===== config.mk =====
export PLATFORM = sky130hd
export DESIGN_NAME = patch_record_stream_parser_core
export DESIGN_NICKNAME = d
export VERILOG_FILES = /design/src/rtl/core/prsp_pkg.sv /design/src/rtl/core/prsp_step.sv /design/src/rtl/core/patch_record_stream_parser_core.sv
export SDC_FILE = /design/constraint.sdc
export NUM_CORES = 1
export LEC_CHECK = 0
export BUFFER_PORTS_ARGS = -buffer_cell sky130_fd_sc_hd__buf_4
export CAP_MARGIN = 30
export CORE_MARGIN = 2
export CORE_UTILIZATION = 30
export CTS_CLUSTER_DIAMETER = 200
export DETAILED_ROUTE_END_ITERATION = 10
export GPL_TIMING_DRIVEN = 1
export PLACE_DENSITY_LB_ADDON = 0.25
export SLEW_MARGIN = 20
export SYNTH_ARGS = -nofsm -noshare
export SYNTH_HDL_FRONTEND = slang
export SYNTH_SLANG_ARGS = --single-unit

===== constraint.sdc =====
create_clock -name clk -period 13.8 [get_ports clk]
set_clock_uncertainty 0.2 [all_clocks]
set_input_delay 4.14 -clock clk [delete_from_list [all_inputs] [get_ports clk]]
set_output_delay 4.14 -clock clk [all_outputs]
set_load 0.02 [all_outputs]

===== src/rtl/core/prsp_pkg.sv =====
// prsp_pkg: shared types and constants for the patch record stream parser
// result kinds, record types, error codes and the result item struct
// no dependencies
package prsp_pkg;

    typedef enum logic [3:0] {
        KIND_NAME      = 4'd0,
        KIND_START     = 4'd1,
        KIND_FILE_HDR  = 4'd2,
        KIND_DATA      = 4'd3,
        KIND_RB_HDR    = 4'd4,
        KIND_FILL      = 4'd5,
        KIND_COPY      = 4'd6,
        KIND_RB_END    = 4'd7,
        KIND_ERROR     = 4'd8
    } kind_t;

    localparam logic [1:0] RTYPE_FILE    = 2'd0;
    localparam logic [1:0] RTYPE_FOLDER  = 2'd1;
    localparam logic [1:0] RTYPE_REBUILD = 2'd2;
    localparam logic [1:0] RTYPE_DELETE  = 2'd3;

    localparam logic [1:0] ERR_NAME_LONG = 2'd0;
    localparam logic [1:0] ERR_BAD_TYPE  = 2'd1;
    localparam logic [1:0] ERR_TRUNC     = 2'd2;

    localparam logic [7:0] TYPE_FILE_BYTE    = 8'h00;
    localparam logic [7:0] TYPE_REBUILD_BYTE = 8'h01;
    localparam logic [7:0] TYPE_DELETE_BYTE  = 8'h02;
    localparam logic [7:0] SLASH_BYTE        = 8'h2F;
    localparam logic [7:0] BACKSLASH_BYTE    = 8'h5C;

    localparam logic [3:0]  CMD_LITERAL = 4'h8;
    localparam logic [3:0]  CMD_FILL    = 4'hC;
    localparam logic [27:0] LIT_MASK    = 28'h0FFFFFFF;

    typedef struct packed {
        kind_t       kind;
        logic [7:0]  value;
        logic [1:0]  record_type;
        logic [31:0] run_length;
        logic [31:0] old_offset;
        logic [31:0] check_first;
        logic [31:0] check_second;
        logic [1:0]  error_code;
        logic        stream_end;
    } prsp_result_t;

endpackage


===== src/rtl/core/prsp_step.sv =====
// prsp_step: parser state and per-item next-state logic
// consumes one body byte per accepted item and forms at most one result
// depends on prsp_pkg
module prsp_step
    import prsp_pkg::*;
#(
    parameter int MAX_NAME = 260
)
(
    input  logic         clk,
    input  logic         rst_n,
    input  logic         fire,
    input  logic [7:0]   in_byte,
    input  logic         last_byte,
    output logic         res_valid,
    output prsp_result_t res
);

    localparam int NW = $clog2(MAX_NAME + 2);

    typedef enum logic [3:0] {
        PH_NAME     = 4'd0,
        PH_FILE_LEN = 4'd1,
        PH_FILE_SUM = 4'd2,
        PH_FILE_DAT = 4'd3,
        PH_RB_OLD   = 4'd4,
        PH_RB_NEW   = 4'd5,
        PH_RB_CMD   = 4'd6,
        PH_RB_LIT   = 4'd7,
        PH_RB_OFF   = 4'd8
    } phase_t;

    phase_t      phase_reg, phase_next;
    logic [31:0] gather_reg, gather_next;
    logic [1:0]  widx_reg, widx_next;
    logic [NW-1:0] name_len_reg, name_len_next;
    logic [7:0]  prev_byte_reg, prev_byte_next;
    logic [31:0] held_reg, held_next;
    logic [31:0] remain_reg, remain_next;
    logic [31:0] total_reg, total_next;
    logic        halted_reg, halted_next;

    logic [31:0] word_full;
    logic        word_done;
    logic        word_phase;
    logic [31:0] remain_dec;
    logic [31:0] total_add;
    logic [NW-1:0] name_len_inc;
    logic        have;
    logic        err;
    logic [1:0]  ecode;
    prsp_result_t norm;

    assign word_full    = gather_reg | ({24'd0, in_byte} << {widx_reg, 3'b000});
    assign word_done    = (widx_reg == 2'd3);
    assign remain_dec   = remain_reg - 32'd1;
    assign name_len_inc = name_len_reg + 1'b1;
    assign word_phase   = (phase_reg == PH_FILE_LEN) || (phase_reg == PH_FILE_SUM) ||
                          (phase_reg == PH_RB_OLD) || (phase_reg == PH_RB_NEW) ||
                          (phase_reg == PH_RB_CMD) || (phase_reg == PH_RB_OFF);

    always_comb
    begin
        phase_next     = phase_reg;
        gather_next    = gather_reg;
        widx_next      = widx_reg;
        name_len_next  = name_len_reg;
        prev_byte_next = prev_byte_reg;
        held_next      = held_reg;
        remain_next    = remain_reg;
        total_next     = total_reg;
        total_add      = 32'd0;
        have           = 1'b0;
        err            = 1'b0;
        ecode          = ERR_NAME_LONG;
        norm           = '0;
        norm.kind      = KIND_NAME;

        if (word_phase)
        begin
            if (word_done)
            begin
                gather_next = 32'd0;
                widx_next   = 2'd0;
            end
            else
            begin
                gather_next = word_full;
                widx_next   = widx_reg + 2'd1;
            end
        end

        unique case (phase_reg)
            PH_NAME:
            begin
                if (in_byte <= TYPE_DELETE_BYTE)
                begin
                    have      = 1'b1;
                    norm.kind = KIND_START;
                    if (in_byte == TYPE_FILE_BYTE)
                    begin
                        if (prev_byte_reg == SLASH_BYTE || prev_byte_reg == BACKSLASH_BYTE)
                        begin
                            norm.record_type = RTYPE_FOLDER;
                            phase_next       = PH_NAME;
                        end
                        else
                        begin
                            norm.record_type = RTYPE_FILE;
                            phase_next       = PH_FILE_LEN;
                        end
                    end
                    else if (in_byte == TYPE_REBUILD_BYTE)
                    begin
                        norm.record_type = RTYPE_REBUILD;
                        phase_next       = PH_RB_OLD;
                    end
                    else
                    begin
                        norm.record_type = RTYPE_DELETE;
                        phase_next       = PH_NAME;
                    end
                    name_len_next  = '0;
                    prev_byte_next = 8'd0;
                end
                else if (in_byte[7])
                begin
                    err   = 1'b1;
                    ecode = ERR_BAD_TYPE;
                end
                else
                begin
                    name_len_next = name_len_inc;
                    if (name_len_inc > NW'(MAX_NAME))
                    begin
                        err   = 1'b1;
                        ecode = ERR_NAME_LONG;
                    end
                    else
                    begin
                        prev_byte_next = in_byte;
                        have           = 1'b1;
                        norm.kind      = KIND_NAME;
                        norm.value     = in_byte;
                    end
                end
            end
            PH_FILE_LEN:
            begin
                if (word_done)
                begin
                    held_next  = word_full;
                    phase_next = PH_FILE_SUM;
                end
            end
            PH_FILE_SUM:
            begin
                if (word_done)
                begin
                    have             = 1'b1;
                    norm.kind        = KIND_FILE_HDR;
                    norm.run_length  = held_reg;
                    norm.check_first = word_full;
                    remain_next      = held_reg;
                    phase_next       = (held_reg != 32'd0) ? PH_FILE_DAT : PH_NAME;
                end
            end
            PH_FILE_DAT, PH_RB_LIT:
            begin
                have        = 1'b1;
                norm.kind   = KIND_DATA;
                norm.value  = in_byte;
                remain_next = remain_dec;
                if (remain_dec == 32'd0)
                begin
                    phase_next = (phase_reg == PH_FILE_DAT) ? PH_NAME : PH_RB_CMD;
                end
            end
            PH_RB_OLD:
            begin
                if (word_done)
                begin
                    held_next  = word_full;
                    phase_next = PH_RB_NEW;
                end
            end
            PH_RB_NEW:
            begin
                if (word_done)
                begin
                    have              = 1'b1;
                    norm.kind         = KIND_RB_HDR;
                    norm.check_first  = held_reg;
                    norm.check_second = word_full;
                    total_next        = 32'd0;
                    phase_next        = PH_RB_CMD;
                end
            end
            PH_RB_CMD:
            begin
                if (word_done)
                begin
                    if (word_full == 32'd0)
                    begin
                        have            = 1'b1;
                        norm.kind       = KIND_RB_END;
                        norm.run_length = total_reg;
                        phase_next      = PH_NAME;
                    end
                    else if (word_full[31:28] == CMD_LITERAL)
                    begin
                        total_add  = {4'd0, word_full[27:0] & LIT_MASK};
                        total_next = total_reg + total_add;
                        if (total_add != 32'd0)
                        begin
                            remain_next = total_add;
                            phase_next  = PH_RB_LIT;
                        end
                    end
                    else if (word_full[31:28] == CMD_FILL)
                    begin
                        total_add       = {12'd0, word_full[27:8]};
                        total_next      = total_reg + total_add;
                        have            = 1'b1;
                        norm.kind       = KIND_FILL;
                        norm.value      = word_full[7:0];
                        norm.run_length = total_add;
                    end
                    else
                    begin
                        total_add  = word_full;
                        total_next = total_reg + total_add;
                        held_next  = word_full;
                        phase_next = PH_RB_OFF;
                    end
                end
            end
            PH_RB_OFF:
            begin
                if (word_done)
                begin
                    have            = 1'b1;
                    norm.kind       = KIND_COPY;
                    norm.run_length = held_reg;
                    norm.old_offset = word_full;
                    phase_next      = PH_RB_CMD;
                end
            end
            default:
            begin
                phase_next = PH_NAME;
            end
        endcase

        halted_next = err || last_byte;

        res = norm;
        if (err)
        begin
            res            = '0;
            res.kind       = KIND_ERROR;
            res.error_code = ecode;
            res.stream_end = 1'b1;
        end
        else if (last_byte)
        begin
            if (phase_next != PH_NAME || !have)
            begin
                res            = '0;
                res.kind       = KIND_ERROR;
                res.error_code = ERR_TRUNC;
            end
            res.stream_end = 1'b1;
        end
        res_valid = !halted_reg && (have || err || last_byte);
    end

    always_ff @(posedge clk or negedge rst_n)
    begin
        if (!rst_n)
        begin
            phase_reg     <= PH_NAME;
            gather_reg    <= 32'd0;
            widx_reg      <= 2'd0;
            name_len_reg  <= '0;
            prev_byte_reg <= 8'd0;
            held_reg      <= 32'd0;
            remain_reg    <= 32'd0;
            total_reg     <= 32'd0;
            halted_reg    <= 1'b0;
        end
        else if (fire && !halted_reg)
        begin
            phase_reg     <= phase_next;
            gather_reg    <= gather_next;
            widx_reg      <= widx_next;
            name_len_reg  <= name_len_next;
            prev_byte_reg <= prev_byte_next;
            held_reg      <= held_next;
            remain_reg    <= remain_next;
            total_reg     <= total_next;
            halted_reg    <= halted_next;
        end
    end

    a_halted_silent: assert property (@(posedge clk) disable iff (!rst_n)
        halted_reg |-> !res_valid)
        else $error("result formed while halted");

    a_error_halts: assert property (@(posedge clk) disable iff (!rst_n)
        (fire && res_valid && res.kind == KIND_ERROR) |=> halted_reg)
        else $error("error result did not halt the parser");

    a_widx_in_word: assert property (@(posedge clk) disable iff (!rst_n)
        (widx_reg != 2'd0) |-> word_phase)
        else $error("partial word outside a word phase");

    a_name_bound: assert property (@(posedge clk) disable iff (!rst_n)
        !halted_reg |-> (name_len_reg <= NW'(MAX_NAME)))
        else $error("name length past limit while running");

endmodule


===== src/rtl/core/patch_record_stream_parser_core.sv =====
// patch record stream parser, top level
// usage: slave channel carries body bytes, master channel carries descriptor items
// one byte is accepted per cycle unless a held result stalls; the result is registered
// inputs: s_tdata is the body byte, s_tlast marks the final byte of the body
// outputs: m_tuser is the descriptor kind, m_tlast is set on the final result
// or on an error, m_tdata carries the descriptor fields
// a result appears on the master side in the cycle after its byte is accepted
// throughput: one byte per cycle while no result is held or the receiver takes it
// bytes that produce no descriptor (word bytes, literal commands) give no item
// a stalled receiver holds the output register; a new byte is still taken in the
// cycle the held result is taken, so a full-rate stream sees no bubbles
// after an error or the final byte the parser is halted: bytes are accepted and
// dropped until reset
// reset: asynchronous active low, parser returns to reading a record name
// depends on prsp_pkg and prsp_step
module patch_record_stream_parser_core
    import prsp_pkg::*;
#(
    parameter int MAX_NAME = 260
)
(
    input  logic           clk,
    input  logic           rst_n,
    input  logic           s_tvalid,
    output logic           s_tready,
    input  logic [7:0]     s_tdata,   // in_byte
    input  logic           s_tlast,   // last_byte
    output logic           m_tvalid,
    input  logic           m_tready,
    output logic [143:0]   m_tdata,   // value, record_type, run_length, old_offset,
                                      // check_first, check_second, error_code, zero pad
    output logic [3:0]     m_tuser,   // kind
    output logic           m_tlast    // stream_end
);

    logic         fire;
    logic         res_valid;
    prsp_result_t res;
    logic         out_valid_reg, out_valid_next;
    prsp_result_t out_reg;

    assign s_tready = !out_valid_reg || m_tready;
    assign fire     = s_tvalid && s_tready;

    prsp_step #(
        .MAX_NAME (MAX_NAME)
    ) u_step (
        .clk       (clk),
        .rst_n     (rst_n),
        .fire      (fire),
        .in_byte   (s_tdata),
        .last_byte (s_tlast),
        .res_valid (res_valid),
        .res       (res)
    );

    always_comb
    begin
        out_valid_next = out_valid_reg;
        if (fire)
        begin
            out_valid_next = res_valid;
        end
        else if (m_tready)
        begin
            out_valid_next = 1'b0;
        end
    end

    always_ff @(posedge clk or negedge rst_n)
    begin
        if (!rst_n)
        begin
            out_valid_reg <= 1'b0;
        end
        else
        begin
            out_valid_reg <= out_valid_next;
        end
    end

    always_ff @(posedge clk)
    begin
        if (fire && res_valid)
        begin
            out_reg <= res;
        end
    end

    assign m_tvalid = out_valid_reg;
    assign m_tuser  = out_reg.kind;
    assign m_tlast  = out_reg.stream_end;
    assign m_tdata  = {4'd0, out_reg.error_code, out_reg.check_second, out_reg.check_first,
                       out_reg.old_offset, out_reg.run_length, out_reg.record_type,
                       out_reg.value};

endmodule


==> results of run 1 <==
-- cell usage after synthesis, types with 21 or more instances --
master,count
nor2_1,253
nand2_1,167
dfrtp_1,152
o21ai_0,151
edfxtp_1,145
a21oi_1,128
clkbuf_1,89
nor3_1,68
o31ai_1,39
ha_1,36
a22oi_1,31
nor2_4,30
a21o_1,27
nor4_1,21
-- power by group through the flow --
stage	sequential (mW)	combinational [mW]	clock, mW
floorplan	1.02	0.551	0
CTS	1.05	0.843	0.974
detailed placement	1.06	0.842	0
finish	1.05	0.858	0.949
global placement	1.06	0.836	0
global route	1.06	0.927	1.01
-- worst min-delay path, stage by stage (launching register included) --
cell	delay [ns]
dfrtp_1	0.36
nand2_1	0.05
o31ai_1	0.06
-- metrics by stage --
| stage | instances | utilization |
|---|---|---|
| floorplan | 1688 | - |
| global placement | 2478 | 0.339 |
| detailed placement | 2482 | 0.341 |
| CTS | 2547 | 0.362 |
| global route | 2550 | 0.364 |
| finish | 2550 | 0.364 |
-- how the worst max path moves through the flow --
stage | start | slack (ns) | cells after the start | end
2_1_floorplan | s_tdata[4] | 1.54 | 6 | m_tdata[0]
3_3_place_gp | m_tready | 4.86 | 3 | s_tready
3_5_place_dp | m_tready | 4.86 | 3 | s_tready
4_1_cts | m_tready | 4.85 | 3 | s_tready
5_1_grt | m_tready | 4.82 | 3 | s_tready
6_report | m_tready | 4.86 | 3 | s_tready
-- layout make-up --
class / count / area (µm²)
fillers: 5396 / 34100
flip-flops and latches: 297 / 8160
multi-input cells: 1255 / 7510
repair buffers: 216 / 1730
clock buffers: 45 / 955
well taps: 696 / 871
clock inverters: 20 / 209
inverters: 21 / 78.8
-- cell families after synthesis --
family,Yosys count,share of synthesized area
buffers and inverters,136,0.0374
other,1,0.000232
adders and majority gates,37,0.0291
xor gates and xnor gates,38,0.0206
DFF,297,0.504
and+or+nand+nor,646,0.196
AOI/OAI and AO/OA,507,0.198
muxes,23,0.0148
-- metal layers --
layer	routed length [µm]	part of all wire	vias to the layer above
met5	0	0	-
met4	2580	0.045	0
met3	3950	0.069	133
met2	25900	0.45	573
met1	24600	0.43	6802
li1	-	-	6468
==> results.cfg, run 1 <==
[critical_path]
crit_slowest_cell = nand2b_1
cp_cell_sequence = buf_4 > nand2b_1 > buf_4
reg2reg_to = u_step.total_reg[22]
crit_fanout = 4
cp.arrival_ns = 4.60
r2r_setup_slack_ns = 8.47
crit_top_cell = buf_4
ff2ff_path_depth = 15
critical_path.endpoint_type = output port
start_kind = input pin
required_ns = 9.46
crit_type = in -> out
critPathTopFamily = buffers and inverters
slowest_delay_ns = 0.18
r2r_start = u_step.widx_reg[0]
critical_path_buf_inv_count = 2

[power_and_ir_drop]
power_mw = 2.86
p_comb_frac = 0.300
power_frac_clock = 0.332
p_per_area_nw_per_um2 = 146
leakage_nw = 7.75
p_int_mw = 1.78
swShare = 0.377
irDropWorstVdd_mv = 0.0792
p_seq_frac = 0.367
p_switching_mw = 1.08

[cells_and_area]
largest_reg_flops = 140
fin_area_um2 = 19500
layout.cells.most_common = nor2_1
layout-drive-gt1-share = 0.182
area_growth_pct = 20.5
fin_nets = 1877
diodes = 0
final_cell_mix = nor2_1 (252), buf_4 (208), nand2_1 (167), dfrtp_1 (152), o21ai_0 (150)

[global_routing]
grt-busiest-layer = met2
grt_pass1_wl_um = 86500
grt_antenna_before_repair = 0
overflow = 0
met3_usage = 0.0404
grtUsageMet1 = 0.275
grt_usage = 0.203
grt_max_degree = 92
grt_pass1_vias = 13475
met2_usage = 0.317

[clock_network]
clockRootBuffer = clkbuf_16
cts_tree = yes
cts_buffers = 36
cts_resized = 0
hold_buffers = 0
cts_max_path_buffers = 3
clk_pin_slew_ns = 0.05
numClockSinks = 297
cts_setup_buffers = 0
insertion_delay_ns = 0.56
htree_levels = 2

[yosys]
synth_top_area_frac = 0.269
synthCells = 1685
ys_warn_count = 0
yosysSeqAreaShare = 0.504
ys_types = 86
ys.flop_type = dfrtp_1
ys_async_sr_fraction = 0.512
netlist_area_um2 = 16200
synth_area_per_cell_um2 = 9.61
yosys_register_bits = 297
yosysTopAreaCell = edfxtp_1
netlist_top_cells_area = edfxtp_1 (27%), dfrtp_1 (24%), nor2_1 (5.9%)
synth-edff-count = 145

[floorplan]
die_h_um = 236
die_x_um = 236
core_um2 = 53600
ios = 164
start_util = 0.302
dieArea_um2 = 55800
row_count = 85

[sta]
fin_setup_tns_ns = 0
rsz0062_at_grt = no
hold_ws_ns = 0.301
tightestPinTransition_ns = 0.961
final.setup.worst_slack_ns = 4.86
final-setup-viol-count = 0
fin_crit_sh = 0.648
report.final.slew_viol_count = 0
period_minus_slack_ns = 8.94
fmax_mhz = 112
hold_viol_final = 0
relSlewSlack = 0.358

[worst_hold_path]
min_path_type = reg -> reg
whs_endpoint = u_step.name_len_reg[8]
worstHoldStart = u_step.name_len_reg[8]
min_delay_path_depth = 2

[routing]
wl_um = 57000
drt_iter0_drc = 1375
vias_per_cell = 5.48
drcViolationCount = 0
via_count = 13976
wl_per_cell_um = 22.4
ant_nets = 0
drt-pass1-iter-count = 8

[placed_design]
placed_cell_area_um2 = 18300
pre_cts_ws_ns = 4.86
place_congestion = 0.922
port_buffers = 159
place_hpwl_um = 40200

[run_status]
outcome = finished, final reports clean

[flow_run]
max-cap-violations = 0
(Power assumes the default switching activity.)
==> run 2, diff against run 1 <==
- clock period: 13.8 -> 9.2 ns (I/O delays scaled with it)
==> results.cfg, run 2 (same netlist as run 1, synthesis figures left out) <==
[run_status]
outcome = finished, final reports clean

[clock_network]
cts_tree = yes
clk_pin_slew_ns = 0.05
cts_setup_buffers = 0
numClockSinks = 297
insertion_delay_ns = 0.56
hold_buffers = 0
clockRootBuffer = clkbuf_16
cts_buffers = 36
htree_levels = 2
cts_resized = 0
cts_max_path_buffers = 3

[placed_design]
placed_cell_area_um2 = 18300
place_hpwl_um = 41200
port_buffers = 159
place_congestion = 0.907
pre_cts_ws_ns = 1.95

[cells_and_area]
final_cell_mix = nor2_1 (251), buf_4 (208), nand2_1 (167), dfrtp_1 (152), o21ai_0 (150)
layout.cells.most_common = nor2_1
layout-drive-gt1-share = 0.184
utilization = 0.365
fin_nets = 1879
fin_area_um2 = 19500
largest_reg_flops = 140
area_growth_pct = 20.8
diodes = 0

[global_routing]
grt_max_degree = 92
grtUsageMet1 = 0.278
grt_usage = 0.206
grt_antenna_before_repair = 0
met3_usage = 0.0343
overflow = 0
grt_pass1_vias = 13587
grt_pass1_wl_um = 87800
met2_usage = 0.329
grt-busiest-layer = met2

[critical_path]
crit_fanout = 15
critical_path_buf_inv_count = 3
slowest_delay_ns = 0.62
cp.arrival_ns = 6.99
crit_slowest_cell = a21oi_1
critical_path.endpoint_type = register
cp_cell_sequence = buf_4 > a21oi_1 > nor3_1 > buf_4 > a21boi_0 > inv_1 > fa_1 > nor2b_1 > o31ai_1 > a21oi_1 > a2111oi_0 > nor2_1 > nand2_1 > a21oi_1 > mux2i_1 > a221o_1
crit_cells = 16
crit_top_cell = a21oi_1
required_ns = 9.43
critPathTopFamily = compound AO/OA/AOI/OAI gates
ff2ff_path_depth = 16
crit_type = in -> reg
start_kind = input pin

[sta]
tightestPinTransition_ns = 1.00
fin_crit_sh = 0.735
period_minus_slack_ns = 6.76
hold_viol_final = 0
fin_setup_tns_ns = 0
rsz0062_at_grt = no
fmax_mhz = 148
final-setup-viol-count = 0
report.final.slew_viol_count = 0
relSlewSlack = 0.331
final.setup.worst_slack_ns = 2.44

[floorplan]
start_util = 0.302
ios = 164
die_h_um = 236
die_x_um = 236
core_um2 = 53600
row_count = 85
dieArea_um2 = 55800

[routing]
via_count = 14130
ant_nets = 0
wl_um = 58500
drt-pass1-iter-count = 8
wl_per_cell_um = 22.9
drt_iter0_drc = 1551
vias_per_cell = 5.53
drcViolationCount = 0

[flow_run]
max-cap-violations = 0

[power_and_ir_drop]
swShare = 0.376
p_switching_mw = 1.63
p_seq_frac = 0.365
p_per_area_nw_per_um2 = 221
leakage_nw = 7.76
power_frac_clock = 0.335
p_int_mw = 2.69
irDropWorstVdd_mv = 0.124
p_comb_frac = 0.300

[worst_hold_path]
min_delay_path_depth = 2
min_path_type = reg -> reg
==> run 2: changes by cell type in the layout (fill, tap and decap cells not counted), sizes merged <==
cell      previous run  this run
clkinvlp             1         3
bufinv               3         4
clkbuf              45        49
buf                216       217
inv                 25        22
clkinv              12        10
==> run 2: per-layer routing <==
metal  vias to the layer above  wire length (µm)
met5                         -                 0
met4                         0              2550
met3                       124              4200
met2                       652             27000
met1                      6893             24700
li1                       6461                 -
==> run 2: tightest hold or removal path, delay by kind of cell (launching register included) <==
kind | cells | cell delay, ns
flip-flops | 1 | 0.36
AND/OR/NAND/NOR | 1 | 0.06
AO/OA/AOI/OAI | 1 | 0.06
==> run 2: cell type report <==
cell class / count / area (µm²)
fill: 5468 / 34100
sequential: 297 / 8160
multi-input combinational: 1255 / 7520
timing repair buffer: 218 / 1740
clock buffer: 48 / 956
tap: 696 / 871
clock inverter: 18 / 224
inverter: 21 / 78.8
==> run 2: metrics by stage <==
stage	cells	hold slack [ns]	power [mW]
floorplan	1688	0.264	2.36
global placement	2477	0.284	2.85
detailed placement	2482	0.302	2.86
CTS	2548	0.317	4.31
global route	2553	0.341	4.50
finish	2553	0.310	4.32
==> run 2: path summary, 6_finish.rpt <==
kind / start / to / slack, ns
setup / recovery: s_tdata[6] / u_step.total_reg[22] / 2.44
hold / removal: u_step.name_len_reg[8] / u_step.name_len_reg[8] / 0.31
setup reg to reg: u_step.widx_reg[1] / u_step.total_reg[22] / 3.82
hold reg to reg: u_step.name_len_reg[8] / u_step.name_len_reg[8] / 0.31
max in group asynchronous: rst_n / u_step.remain_reg[18] / 5.37
min in group asynchronous: rst_n / u_step.name_len_reg[3] / 1.87
==> run 2: power by group through the flow <==
stage | clock network [mW] | logic [mW] | registers (mW)
finish | 1.45 | 1.30 | 1.58
global route | 1.53 | 1.38 | 1.59
CTS | 1.47 | 1.27 | 1.57
detailed placement | 0 | 1.26 | 1.60
global placement | 0 | 1.26 | 1.59
floorplan | 0 | 0.828 | 1.53
